### src/rtl/core/npf_pkg.sv
// ============================================================================
// npf_pkg
// Shared types and constants of the normalized pixel difference feature block.
// ============================================================================
package npf_pkg;

    localparam int PIX_W  = 8;
    localparam int IDX_W  = 6;
    localparam int FIDX_W = 11;
    localparam int NUM_W  = 7;
    localparam int SUM_W  = 9;
    localparam int QUO_W  = 8;

    // Restoring divider: quotient bits resolved per stage, and stage count.
    localparam int DIV_STEPS  = 2;
    localparam int DIV_STAGES = QUO_W / DIV_STEPS;

    localparam logic [PIX_W-1:0] FEAT_BOTH_ZERO = 8'd128;
    localparam logic [PIX_W-1:0] FEAT_SAT       = 8'd255;

    localparam logic [NUM_W-1:0] NUM_RESET = 7'd64;
    localparam logic [NUM_W-1:0] NUM_MIN   = 7'd2;

    typedef struct packed {
        logic [PIX_W-1:0] pixel;
        logic             start_patch;
    } t_in;

    typedef struct packed {
        logic [PIX_W-1:0]  feature;
        logic [FIDX_W-1:0] feature_index;
        logic [IDX_W-1:0]  first_index;
        logic [IDX_W-1:0]  second_index;
        logic              last;
        logic              patch_end;
    } t_out;

    typedef struct packed {
        logic [FIDX_W-1:0] feature_index;
        logic [IDX_W-1:0]  first_index;
        logic [IDX_W-1:0]  second_index;
        logic              last;
        logic              patch_end;
    } t_meta;

    typedef struct packed {
        logic [PIX_W-1:0] b;
        t_meta            meta;
    } t_iss;

    typedef struct packed {
        logic             wr_en;
        logic [IDX_W-1:0] wr_addr;
        logic [PIX_W-1:0] wr_data;
        logic [IDX_W-1:0] rd_addr;
    } t_mem_req;

    typedef struct packed {
        logic [SUM_W-1:0] rem;
        logic [SUM_W-1:0] sum;
        logic [QUO_W-1:0] quo;
        logic             zero_sum;
        logic             sat;
        t_meta            meta;
    } t_div;

endpackage

### src/rtl/core/npf_pix_mem.sv
// ============================================================================
// npf_pix_mem
// Pixel store: one write port, one read port with registered read data.
// ============================================================================
module npf_pix_mem #(
    parameter int DEPTH = 64
) (
    input  logic                        i_clk,
    input  npf_pkg::t_mem_req           i_req,
    input  logic                        i_rd_en,
    output logic [npf_pkg::PIX_W-1:0]   o_rd_data
);

    localparam int AW = (DEPTH > 1) ? $clog2(DEPTH) : 1;

    logic [npf_pkg::PIX_W-1:0] r_mem [DEPTH];
    logic [npf_pkg::PIX_W-1:0] r_rd_data;

    always_ff @(posedge i_clk) begin
        if (i_req.wr_en) begin
            r_mem[i_req.wr_addr[AW-1:0]] <= i_req.wr_data;
        end
    end

    // Hold read data while the pipeline stalls.
    always_ff @(posedge i_clk) begin
        if (i_rd_en) begin
            r_rd_data <= r_mem[i_req.rd_addr[AW-1:0]];
        end
    end

    assign o_rd_data = r_rd_data;

endmodule

### src/rtl/core/npf_div_stage.sv
// ============================================================================
// npf_div_stage
// One registered stage of the restoring divider, DIV_STEPS quotient bits.
// ============================================================================
module npf_div_stage (
    input  logic           i_clk,
    input  logic           i_rst_n,
    input  logic           i_adv,
    input  logic           i_valid,
    input  npf_pkg::t_div  i_stage,
    output logic           o_valid,
    output npf_pkg::t_div  o_stage
);

    logic          r_valid;
    npf_pkg::t_div r_stage;
    npf_pkg::t_div n_stage;

    always_comb begin
        logic [npf_pkg::SUM_W:0] rem2;
        n_stage = i_stage;
        for (int k = 0; k < npf_pkg::DIV_STEPS; k++) begin
            rem2 = {n_stage.rem, 1'b0};
            if (rem2 >= {1'b0, n_stage.sum}) begin
                rem2 = rem2 - {1'b0, n_stage.sum};
                n_stage.quo = {n_stage.quo[npf_pkg::QUO_W-2:0], 1'b1};
            end else begin
                n_stage.quo = {n_stage.quo[npf_pkg::QUO_W-2:0], 1'b0};
            end
            n_stage.rem = rem2[npf_pkg::SUM_W-1:0];
        end
    end

    always_ff @(posedge i_clk) begin
        if (!i_rst_n) begin
            r_valid <= 1'b0;
        end else if (i_adv) begin
            r_valid <= i_valid;
        end
    end

    always_ff @(posedge i_clk) begin
        if (i_adv) begin
            r_stage <= n_stage;
        end
    end

    assign o_valid = r_valid;
    assign o_stage = r_stage;

endmodule

### src/rtl/core/npf_seq.sv
// ============================================================================
// npf_seq
// Pair sequencer: stores the pixel, then issues one pair per cycle while i_adv is high.
// ============================================================================
module npf_seq #(
    parameter int MAX_PIXELS = 64
) (
    input  logic                          i_clk,
    input  logic                          i_rst_n,
    input  logic                          i_in_valid,
    output logic                          o_in_ready,
    input  npf_pkg::t_in                  i_in_word,
    input  logic                          i_cfg_we,
    input  logic [npf_pkg::NUM_W-1:0]     i_cfg_wdata,
    input  logic                          i_adv,
    output npf_pkg::t_mem_req             o_mem,
    output logic                          o_iss_valid,
    output npf_pkg::t_iss                 o_iss
);

    localparam logic [npf_pkg::NUM_W-1:0] NUM_MAX = npf_pkg::NUM_W'(MAX_PIXELS);

    logic [npf_pkg::NUM_W-1:0]  r_num, n_num;
    logic [npf_pkg::IDX_W-1:0]  r_pos, n_pos;
    logic                       r_busy, n_busy;
    logic [npf_pkg::IDX_W-1:0]  r_i, n_i;
    logic [npf_pkg::IDX_W-1:0]  r_j, n_j;
    logic [npf_pkg::NUM_W-1:0]  r_n, n_n;
    logic [npf_pkg::FIDX_W-1:0] r_d, n_d;
    logic [npf_pkg::PIX_W-1:0]  r_b, n_b;

    logic                       w_acc;
    logic                       w_iss;
    logic [npf_pkg::NUM_W-1:0]  w_n_eff;
    logic [npf_pkg::IDX_W-1:0]  w_j;
    logic [npf_pkg::NUM_W-1:0]  w_j1;
    logic                       w_last;

    assign w_acc = i_in_valid && !r_busy;
    assign w_iss = r_busy && i_adv;

    always_comb begin
        if (r_num < npf_pkg::NUM_MIN) begin
            w_n_eff = npf_pkg::NUM_MIN;
        end else if (r_num > NUM_MAX) begin
            w_n_eff = NUM_MAX;
        end else begin
            w_n_eff = r_num;
        end
    end

    assign w_j    = (i_in_word.start_patch || ({1'b0, r_pos} >= w_n_eff)) ? '0 : r_pos;
    assign w_j1   = {1'b0, w_j} + 7'd1;
    assign w_last = ({1'b0, r_i} + 7'd1) == {1'b0, r_j};

    always_comb begin
        n_num  = i_cfg_we ? i_cfg_wdata : r_num;
        n_pos  = r_pos;
        n_busy = r_busy;
        n_i    = r_i;
        n_j    = r_j;
        n_n    = r_n;
        n_d    = r_d;
        n_b    = r_b;
        if (w_acc) begin
            n_pos  = (w_j1 >= w_n_eff) ? '0 : w_j1[npf_pkg::IDX_W-1:0];
            n_busy = (w_j != '0);
            n_i    = '0;
            n_j    = w_j;
            n_n    = w_n_eff;
            n_d    = {5'd0, w_j} - 11'd1;
            n_b    = i_in_word.pixel;
        end else if (w_iss) begin
            // Step the row-major index: d(i+1) = d(i) + n - i - 2.
            n_i    = r_i + 6'd1;
            n_d    = r_d + ({4'd0, r_n} - {5'd0, r_i} - 11'd2);
            n_busy = !w_last;
        end
    end

    always_ff @(posedge i_clk) begin
        if (!i_rst_n) begin
            r_num  <= npf_pkg::NUM_RESET;
            r_pos  <= '0;
            r_busy <= 1'b0;
        end else begin
            r_num  <= n_num;
            r_pos  <= n_pos;
            r_busy <= n_busy;
        end
    end

    always_ff @(posedge i_clk) begin
        r_i <= n_i;
        r_j <= n_j;
        r_n <= n_n;
        r_d <= n_d;
        r_b <= n_b;
    end

    assign o_in_ready = !r_busy;

    assign o_mem.wr_en   = w_acc;
    assign o_mem.wr_addr = w_j;
    assign o_mem.wr_data = i_in_word.pixel;
    assign o_mem.rd_addr = r_i;

    assign o_iss_valid             = w_iss;
    assign o_iss.b                 = r_b;
    assign o_iss.meta.feature_index = r_d;
    assign o_iss.meta.first_index  = r_i;
    assign o_iss.meta.second_index = r_j;
    assign o_iss.meta.last         = w_last;
    assign o_iss.meta.patch_end    = w_last && (({1'b0, r_j} + 7'd1) == r_n);

endmodule

### src/rtl/core/npd_pairwise_feature_top.sv
// ============================================================================
// npd_pairwise_feature_top
// Normalized pixel difference feature generator: pairs each new pixel with
// every earlier pixel of the patch and emits floor(256*a/(a+b)).
// ============================================================================
//
//   channel  | valid       | ready        | word
//   ---------+-------------+--------------+----------------------------
//   input    | i_in_valid  | o_in_ready   | i_in_word  (t_in)
//   output   | o_out_valid | i_out_ready  | o_out_word (t_out)
//   config   | i_cfg_we    | (none)       | i_cfg_wdata (num_pixels)
//
// At the sequencer pixel j is first stored, then its j pairs are issued one
// per cycle from the pixel store read port while the output is not stalled.
// From pair issue to the output register a pair passes the store read,
// four divider stages of two quotient bits each, and the output register.
// Reset (synchronous, active low) clears position to zero, num_pixels to 64
// and all valid flags; the pixel store needs no clearing.
// A stalled output word freezes the whole pipe, and issue with it; a new pixel
// is taken as soon as the previous pixel has issued its last pair.
// ============================================================================
module npd_pairwise_feature_top #(
    parameter int MAX_PIXELS = 64
) (
    input  logic                       i_clk,
    input  logic                       i_rst_n,
    input  logic                       i_in_valid,
    output logic                       o_in_ready,
    input  npf_pkg::t_in               i_in_word,
    output logic                       o_out_valid,
    input  logic                       i_out_ready,
    output npf_pkg::t_out              o_out_word,
    input  logic                       i_cfg_we,
    input  logic [npf_pkg::NUM_W-1:0]  i_cfg_wdata
);

    localparam int NUM_PAIRS = MAX_PIXELS * (MAX_PIXELS - 1) / 2;

    // Pipe advances whenever the output register is empty or being drained.
    logic                       w_adv;
    npf_pkg::t_mem_req          w_mem;
    logic                       w_iss_valid;
    npf_pkg::t_iss              w_iss;
    logic [npf_pkg::PIX_W-1:0]  w_rd_data;

    logic                       r_s1_valid;
    npf_pkg::t_iss              r_s1;

    npf_pkg::t_div              w_ds0;
    logic                       w_dv [npf_pkg::DIV_STAGES+1];
    npf_pkg::t_div              w_ds [npf_pkg::DIV_STAGES+1];

    logic                       r_out_valid;
    npf_pkg::t_out              r_out_word;
    npf_pkg::t_out              n_out_word;

    assign w_adv = !r_out_valid || i_out_ready;

    npf_seq #(
        .MAX_PIXELS (MAX_PIXELS)
    ) u_seq (
        .i_clk       (i_clk),
        .i_rst_n     (i_rst_n),
        .i_in_valid  (i_in_valid),
        .o_in_ready  (o_in_ready),
        .i_in_word   (i_in_word),
        .i_cfg_we    (i_cfg_we),
        .i_cfg_wdata (i_cfg_wdata),
        .i_adv       (w_adv),
        .o_mem       (w_mem),
        .o_iss_valid (w_iss_valid),
        .o_iss       (w_iss)
    );

    npf_pix_mem #(
        .DEPTH (MAX_PIXELS)
    ) u_mem (
        .i_clk     (i_clk),
        .i_req     (w_mem),
        .i_rd_en   (w_adv),
        .o_rd_data (w_rd_data)
    );

    // Carry the pair alongside the store read.
    always_ff @(posedge i_clk) begin
        if (!i_rst_n) begin
            r_s1_valid <= 1'b0;
        end else if (w_adv) begin
            r_s1_valid <= w_iss_valid;
        end
    end

    always_ff @(posedge i_clk) begin
        if (w_adv) begin
            r_s1 <= w_iss;
        end
    end

    // Divider setup: dividend is a * 256, so the remainder starts at a.
    always_comb begin
        w_ds0.sum      = {1'b0, w_rd_data} + {1'b0, r_s1.b};
        w_ds0.rem      = {1'b0, w_rd_data};
        w_ds0.quo      = '0;
        w_ds0.zero_sum = (w_rd_data == '0) && (r_s1.b == '0);
        w_ds0.sat      = (r_s1.b == '0);
        w_ds0.meta     = r_s1.meta;
    end

    assign w_dv[0] = r_s1_valid;
    assign w_ds[0] = w_ds0;

    for (genvar g = 0; g < npf_pkg::DIV_STAGES; g++) begin : g_div
        npf_div_stage u_stage (
            .i_clk   (i_clk),
            .i_rst_n (i_rst_n),
            .i_adv   (w_adv),
            .i_valid (w_dv[g]),
            .i_stage (w_ds[g]),
            .o_valid (w_dv[g+1]),
            .o_stage (w_ds[g+1])
        );
    end

    // Both zero gives the midpoint; b zero with a nonzero saturates.
    always_comb begin
        if (w_ds[npf_pkg::DIV_STAGES].zero_sum) begin
            n_out_word.feature = npf_pkg::FEAT_BOTH_ZERO;
        end else if (w_ds[npf_pkg::DIV_STAGES].sat) begin
            n_out_word.feature = npf_pkg::FEAT_SAT;
        end else begin
            n_out_word.feature = w_ds[npf_pkg::DIV_STAGES].quo;
        end
        n_out_word.feature_index = w_ds[npf_pkg::DIV_STAGES].meta.feature_index;
        n_out_word.first_index   = w_ds[npf_pkg::DIV_STAGES].meta.first_index;
        n_out_word.second_index  = w_ds[npf_pkg::DIV_STAGES].meta.second_index;
        n_out_word.last          = w_ds[npf_pkg::DIV_STAGES].meta.last;
        n_out_word.patch_end     = w_ds[npf_pkg::DIV_STAGES].meta.patch_end;
    end

    always_ff @(posedge i_clk) begin
        if (!i_rst_n) begin
            r_out_valid <= 1'b0;
        end else if (w_adv) begin
            r_out_valid <= w_dv[npf_pkg::DIV_STAGES];
        end
    end

    always_ff @(posedge i_clk) begin
        if (w_adv) begin
            r_out_word <= n_out_word;
        end
    end

    assign o_out_valid = r_out_valid;
    assign o_out_word  = r_out_word;

    // ------------------------------------------------------------------------
    // Assertions
    // ------------------------------------------------------------------------
    a_pair_order: assert property (@(posedge i_clk) disable iff (!i_rst_n)
        o_out_valid |-> (o_out_word.first_index < o_out_word.second_index))
        else $error("first index not below second index");

    a_last_adjacent: assert property (@(posedge i_clk) disable iff (!i_rst_n)
        (o_out_valid && o_out_word.last) |->
            (({1'b0, o_out_word.first_index} + 7'd1) == {1'b0, o_out_word.second_index}))
        else $error("last word is not the adjacent pair");

    a_patch_end_last: assert property (@(posedge i_clk) disable iff (!i_rst_n)
        (o_out_valid && o_out_word.patch_end) |-> o_out_word.last)
        else $error("patch end without last");

    a_index_range: assert property (@(posedge i_clk) disable iff (!i_rst_n)
        o_out_valid |-> ({21'd0, o_out_word.feature_index} < 32'(NUM_PAIRS)))
        else $error("feature index out of range");

    a_no_accept_while_issuing: assert property (@(posedge i_clk) disable iff (!i_rst_n)
        w_iss_valid |-> !(i_in_valid && o_in_ready))
        else $error("pixel accepted while pairs still issuing");

endmodule

### config.mk
export PLATFORM = sky130hd
export DESIGN_NAME = npd_pairwise_feature_top
export DESIGN_NICKNAME = d
export VERILOG_FILES = /design/src/rtl/core/npf_pkg.sv /design/src/rtl/core/npf_pix_mem.sv /design/src/rtl/core/npf_div_stage.sv /design/src/rtl/core/npf_seq.sv /design/src/rtl/core/npd_pairwise_feature_top.sv
export SDC_FILE = /design/constraint.sdc
export NUM_CORES = 1
export LEC_CHECK = 0
export ABC_AREA = 1
export BUFFER_PORTS_ARGS = -buffer_cell sky130_fd_sc_hd__clkbuf_2
export CAP_MARGIN = 40
export CORE_MARGIN = 5
export CORE_UTILIZATION = 68
export CTS_CLUSTER_DIAMETER = 30
export CTS_CLUSTER_SIZE = 16
export DETAILED_ROUTE_END_ITERATION = 7
export MAX_ROUTING_LAYER = met4
export PLACE_DENSITY = 0.91
export RECOVER_POWER = 50
export SLEW_MARGIN = 20
export SYNTH_ARGS = -nofsm -noshare
export SYNTH_HDL_FRONTEND = slang
export SYNTH_SLANG_ARGS = --single-unit
### constraint.sdc
create_clock -name i_clk -period 11.2 [get_ports i_clk]
set_input_delay 0.56 -clock i_clk [delete_from_list [all_inputs] [get_ports i_clk]]
set_output_delay 0.56 -clock i_clk [all_outputs]
set_load 0.01 [all_outputs]
Word-level counts from Yosys, hierarchy flattened:

Memories as Yosys holds them, arrays and structs flattened. A register that Yosys moved wholly into a read port is not among the register bits.
Cells that the tools add are included.

* $add $sub $neg: 16
* order comparisons: 12
* eq/ne operators: 2
* muxes and demuxes: 26
* reductions and logical operators: 14

Operators with widths (number)
* $ge 10x9->1: 7
* $mux 9: 7
* $sub 9x9->9: 7
* $mux 11: 2
* $add 6x1->7 const B: 3
* $mux 7: 3
* $logic_not 8->1: 2
* $mux 1: 12
* $mux 6: 2
* $add 11x11->11: 1
* $sub 11x2->11 const B: 1
* $add 8x8->9: 1
* $ge 9x9->1: 1
* $sub 7x6->8: 1
* $eq 7x6->1: 1
* $eq 7x7->1: 1
* $ge 6x7->1: 1
* $ge 7x7->1: 1
* $gt 7x7->1 const B: 1
* $lt 7x2->1 const B: 1
* $sub 6x1->7 const B: 1
* $add 6x1->6 const B: 1
* $reduce_bool 6->1: 1
* $logic_and 1x1->1: 4
* other kinds (4): 7

* register bits after elaboration: 306
* RAM bits: 512
* input bits: 21
* output and inout bits: 35
* word-level logic and storage cells: 139
* memories kept: 1

Memories
* u_mem.r_mem: words 64, width 8, read ports 1, clocked after Yosys merged registers in 1, write ports 1, line npf_pix_mem.sv:16 `logic [npf_pkg::PIX_W-1:0] r_mem [DEPTH];`

Logic depth before layout (Yosys ltp):

* depth after elaboration: 9
* mapped depth: 35
* mapped depth without buffers: 34

Cells and area by module:

A second synthesis with hierarchy kept.

* cells, all modules: 3552
* area, all modules: 39360.2 um2

Modules (own cells, without submodules)
* npf_pix_mem: times used 1, cells an instance 1805, area each 21419.3 um2, sequential area each 15615.0 um2
* npf_div_stage: times used 4, cells an instance 277, area each 2887.8 um2, sequential area each 1611.5 um2
* npf_seq: times used 1, cells an instance 475, area each 3833.7 um2, sequential area each 1361.3 um2
* npd_pairwise_feature_top: times used 1, cells an instance 164, area each 2556.2 um2, sequential area each 2021.9 um2

Least setup slack after synthesis:

No wires, ideal clock.

* path type: input-to-reg
* from: in i_out_ready
* to: reg g_div[0].u_stage.r_stage, in the netlist g_div[0].u_stage.o_stage[0] (enable)
* library setup time: 610 ps
* data arrival time: 5658 ps
* data required time: 10590 ps
* path slack: 4932 ps
* stages on the path: 2
* path buffers: 0
* cell sequence: nor2_1 > inv_1

* cells in the longest elaborated chain, start to end: 1

Ends and longest elaborated chain
* start, declared: line npd_pairwise_feature_top.sv:31 `input logic i_out_ready,`
* $logic_or 1x1->1: line npd_pairwise_feature_top.sv:57 `assign w_adv = !r_out_valid || i_out_ready;`
* net g_div[0].u_stage.i_adv: line npf_div_stage.sv:8 `input logic i_adv,`
* end signal, assigned: line npf_div_stage.sv:44 `r_stage <= n_stage;`
* end, declared: line npf_div_stage.sv:16 `npf_pkg::t_div r_stage;`

The timed path passes the listed nets, and every way through them passes these cells.
A chain may end at the register's enable or synchronous reset.

Worst setup path after layout:

* from: reg u_seq.r_i[2] (netlist bit)
* to: reg u_seq.r_d[10] (netlist bit), data pin

* cells in the longest elaborated chain, start to end: 5

Ends and longest elaborated chain
* start, declared: line npf_seq.sv:26 `logic [npf_pkg::IDX_W-1:0] r_i, n_i;`
* start signal, assigned: line npf_seq.sv:94 `r_i <= n_i;`
* $sub 7x6->8: line npf_seq.sv:76 `n_d = r_d + ({4'd0, r_n} - {5'd0, r_i} - 11'd2);`
* $sub 11x2->11: line npf_seq.sv:76
* $add 11x11->11: line npf_seq.sv:76
* $mux 11: line npf_seq.sv:73 `end else if (w_iss) begin`
* $mux 11: line npf_seq.sv:65 `if (w_acc) begin`
* net u_seq.n_d, one bit: line npf_seq.sv:29 `logic [npf_pkg::FIDX_W-1:0] r_d, n_d;`
* end signal, assigned: line npf_seq.sv:97 `r_d <= n_d;`
* end, declared: line npf_seq.sv:29

The timed path passes the listed nets, and every way through them passes these cells. The select of a mux whose other input is x is not followed.

==> key figures <==
Run status
  • Outcome: complete, but fails checks
  • Failing checks: design-rule violations, max-capacitance violations, max-slew violations

GRT
  • Largest net degree at the start of global routing: 106
  • Total GRT Usage: 32.9%
  • Global route total overflow: 0
  • Initial antenna violation count: 0
  • Vias in the first global route: 24.9k
  • Global-route wire length before repair: 139 mm

Finish
  • Reg area: 24500 sq um
  • Area Growth Syn to Fin: 15.9%
  • Final #Nets: 3117
  • Non-Filler Instances: 3766
  • Design Area, Final: 40900 sq um
  • Area occupied by multi-input gates: 9520 sq um
  • Fillers: 2588
  • Ant. Diodes: 0
  • Final core occ: 79.5%
  • Share of layout cells above drive strength 1: 11.4%

Yosys
  • Seq cells post-synth: 826
  • Seq/Total Area, Yosys: 69.6%
  • EDFF count, synth: 800
  • Syn nets: 3013
  • Post-Syn Area: 35300 sq um
  • Share of async-settable or async-resettable flops after synthesis: 0%
  • Predominant post-synthesis flop cell: edfxtp_1
  • Synth unique cells: 57
  • Syn Inst Count: 2872
  • Syn Area/Cell: 12.3 sq um
  • Ys Warns: 0

Die
  • Boundary Pins: 56
  • Chip Height: 238 microns
  • CORE AREA: 51400 sq um
  • Die W: 238 microns
  • # rows: 83
  • Initial Util: 68.6%
  • DIE AREA: 56500 sq um

Placement
  • Routability Congestion: 0.939
  • Placed insts: 3511
  • Area after DPL: 36200 sq um
  • Setup WS pre-CTS: 6.03 ns
  • Port Buffer Count: 55
  • Detail Placement HPWL: 49.8 mm

Worst setup path
  • CP top delay family: buffers and inverters
  • Crit path arrival time: 7.60 ns
  • Crit. End Element: flop
  • Crit-path max cell delay: 2.52 ns
  • Worst Path Buf+Inv: 7
  • WS Path Type: reg -> reg
  • CP max stage cell: clkbuf_1
  • Most numerous cell on the critical path: inv_1
  • CP Max Fanout: 70
  • CP required: 11.65 ns
  • Startpoint types: flop

STA
  • Fin. Hold Viols: 0
  • Slew Viols, Final: 805
  • WHS: 0.0941 ns
  • Final Skew: 0.0421 ns
  • RSZ-0062 raised after global routing: no
  • Fin crit period: 7.15 ns
  • Tcrit/Tclk final: 63.8%
  • Rel. slew slack: -191%
  • Setup Viol. Count Final: 0
  • Worst Tran Pin Value: 4.34 ns
  • Setup_tns: 0 ns
  • FMAX: 0.140 GHz
  • PnR worst setup slack: 4.05 ns

Power and ir drop
  • Static leakage: 15.2 nW
  • Pwr per Cell Area: 337 nW/um^2
  • Maximum VDD drop: 0.000284 V
  • Tot Pwr: 13.8 mW

Clock tree
  • CTS resizes: 0
  • Clock transition at path regs: 0.06 ns
  • TritonCTS clock tree: built
  • Clock latency on the worst-skew pair: 0.72 ns
  • # hold bufs at CTS: 0
  • Root Driver: clkbuf_16
  • CTS Buf Count: 134
  • Maximum buffer depth of the clock tree: 3
  • CTS Sinks: 826
  • Setup repair bufs after CTS: 0
  • # H-tree levels: 4

Drt
  • Detailed Route Iter0 Violations: 3899
  • Routed WL: 90.8 mm
  • Post-DRT Antenna Nets: 0
  • Routed vias/inst: 6.57
  • DRC: 1
  • Routed length per instance: 24.1 microns
  • Vias: 24.7k
  • TritonRoute pass-1 iters: 8

Run
  • Maxcap violations: 12

Min path
  • Worst min path class: in -> reg
[final cells by class]
cell class,instances,area share [%]
Timing Repair Buffer,93,1.37
Clock buffer,151,8.69
Sequential cell,826,60.0
Tap cell,680,2.08
Multi-Input combinational cell,1726,23.3
Inverter,195,1.81
Clock inverter,95,2.73
[worst paths after layout]
check / start / end / slack, ns / cells after the start
hold / removal: i_cfg_wdata[6] / u_seq.r_num[6] / 0.09 / 3
setup reg to reg: u_seq.r_i[2] / u_seq.r_d[10] / 4.05 / 25
setup / recovery: u_seq.r_i[2] / u_seq.r_d[10] / 4.05 / 25
hold reg to reg: g_div[3].u_stage.o_stage[3] / o_out_word[3] / 0.41 / 0
[sequential cells by signal, summed over array words and instances (netlist names), 4 cells and up]
signal	cells
u_mem.r_mem	512
g_div.u_stage.o_stage	182
o_out_word	33
r_s1	33
u_seq.r_d	11
u_mem.o_rd_data	8
u_seq.r_b	8
u_seq.r_n	7
u_seq.r_num	7
u_seq.r_i	6
u_seq.r_j	6
u_seq.r_pos	6
g_div.u_stage.o_valid	4
[cell usage in the layout (no fill, tap or decap), types with 4 or more instances in the layout]
cell,netlist,final
inv_1,189,186
or2_2,5,5
bufinv_16,0,17
edfxtp_1,800,800
clkinv_1,2,17
clkbuf_2,0,55
and2_1,5,4
o22ai_1,140,140
nand3b_1,4,4
nand2_2,12,12
o31ai_1,6,6
clkbuf_1,116,22
nor2_1,505,505
clkbuf_16,0,140
a21oi_1,82,82
nand3_2,10,10
fa_1,6,6
inv_8,0,5
dfxtp_1,26,25
ha_1,114,114
clkinv_4,0,8
clkinv_2,0,10
xor2_1,42,42
buf_4,0,23
inv_2,4,5
nor3_1,8,8
nand2_1,217,217
o211ai_1,6,6
o21bai_1,7,7
nand3_1,51,51
clkinvlp_4,0,16
nand4_1,14,14
xnor2_1,26,26
o221ai_1,28,28
clkinv_8,0,4
inv_6,0,20
o21ai_0,391,391
nor4_1,9,9
[power breakdown]
group          switching, mW  internal, mW
Combinational           3.49          1.81
Clock                   1.51          2.71
Sequential             0.245          4.00
Total                   5.25          8.52
[cells in the mapped netlist (5+ instances only)]
cell      instances  area [sq um]
nand2_2          12          75.1
or2_2             5          31.3
nor4_1            9          56.3
xor2_1           42           368
o21ai_0         391          1960
o31ai_1           6          45.0
o221ai_1         28           245
and2_1            5          31.3
o22ai_1         140           876
nand2_1         217           815
nor3_1            8          40.0
o21bai_1          7          52.6
nor2_1          505          1900
edfxtp_1        800         24000
dfxtp_1          26           521
a21oi_1          82           410
xnor2_1          26           228
ha_1            114          1430
clkbuf_1        116           435
o211ai_1          6          45.0
inv_1           189           709
buf_1             6          22.5
nand4_1          14          87.6
nand3_2          10           100
nand3_1          51           255
fa_1              6           120
[cell families after synthesis]
family | count (synthesis) | share of synthesized area [%]
compound gates | 683 | 10.8
flops | 826 | 69.6
fa+ha+maj | 120 | 4.38
xor+xnor | 68 | 1.69
mux | 1 | 0.0319
simple gates | 854 | 10.1
buf+inv | 320 | 3.44
[metal layers]
metal / part of all wire [%] / wire length [microns] / track usage, % / vias up
met3: 11 / 10100 / 6.54 / 487
met5: 0 / 0 / - / -
met1: 33 / 30400 / 38.9 / 11600
met4: 6.1 / 5550 / 17.5 / 0
met2: 49 / 44700 / 53.9 / 2004
li1: - / - / - / 10600
[tightest hold or removal path, delay by kind of cell]
kind,cells,cell delay (ns)
AO/OA/AOI/OAI,2,0.10
buffers and inverters,1,0.07
Power figures use the tool's default switching activity.
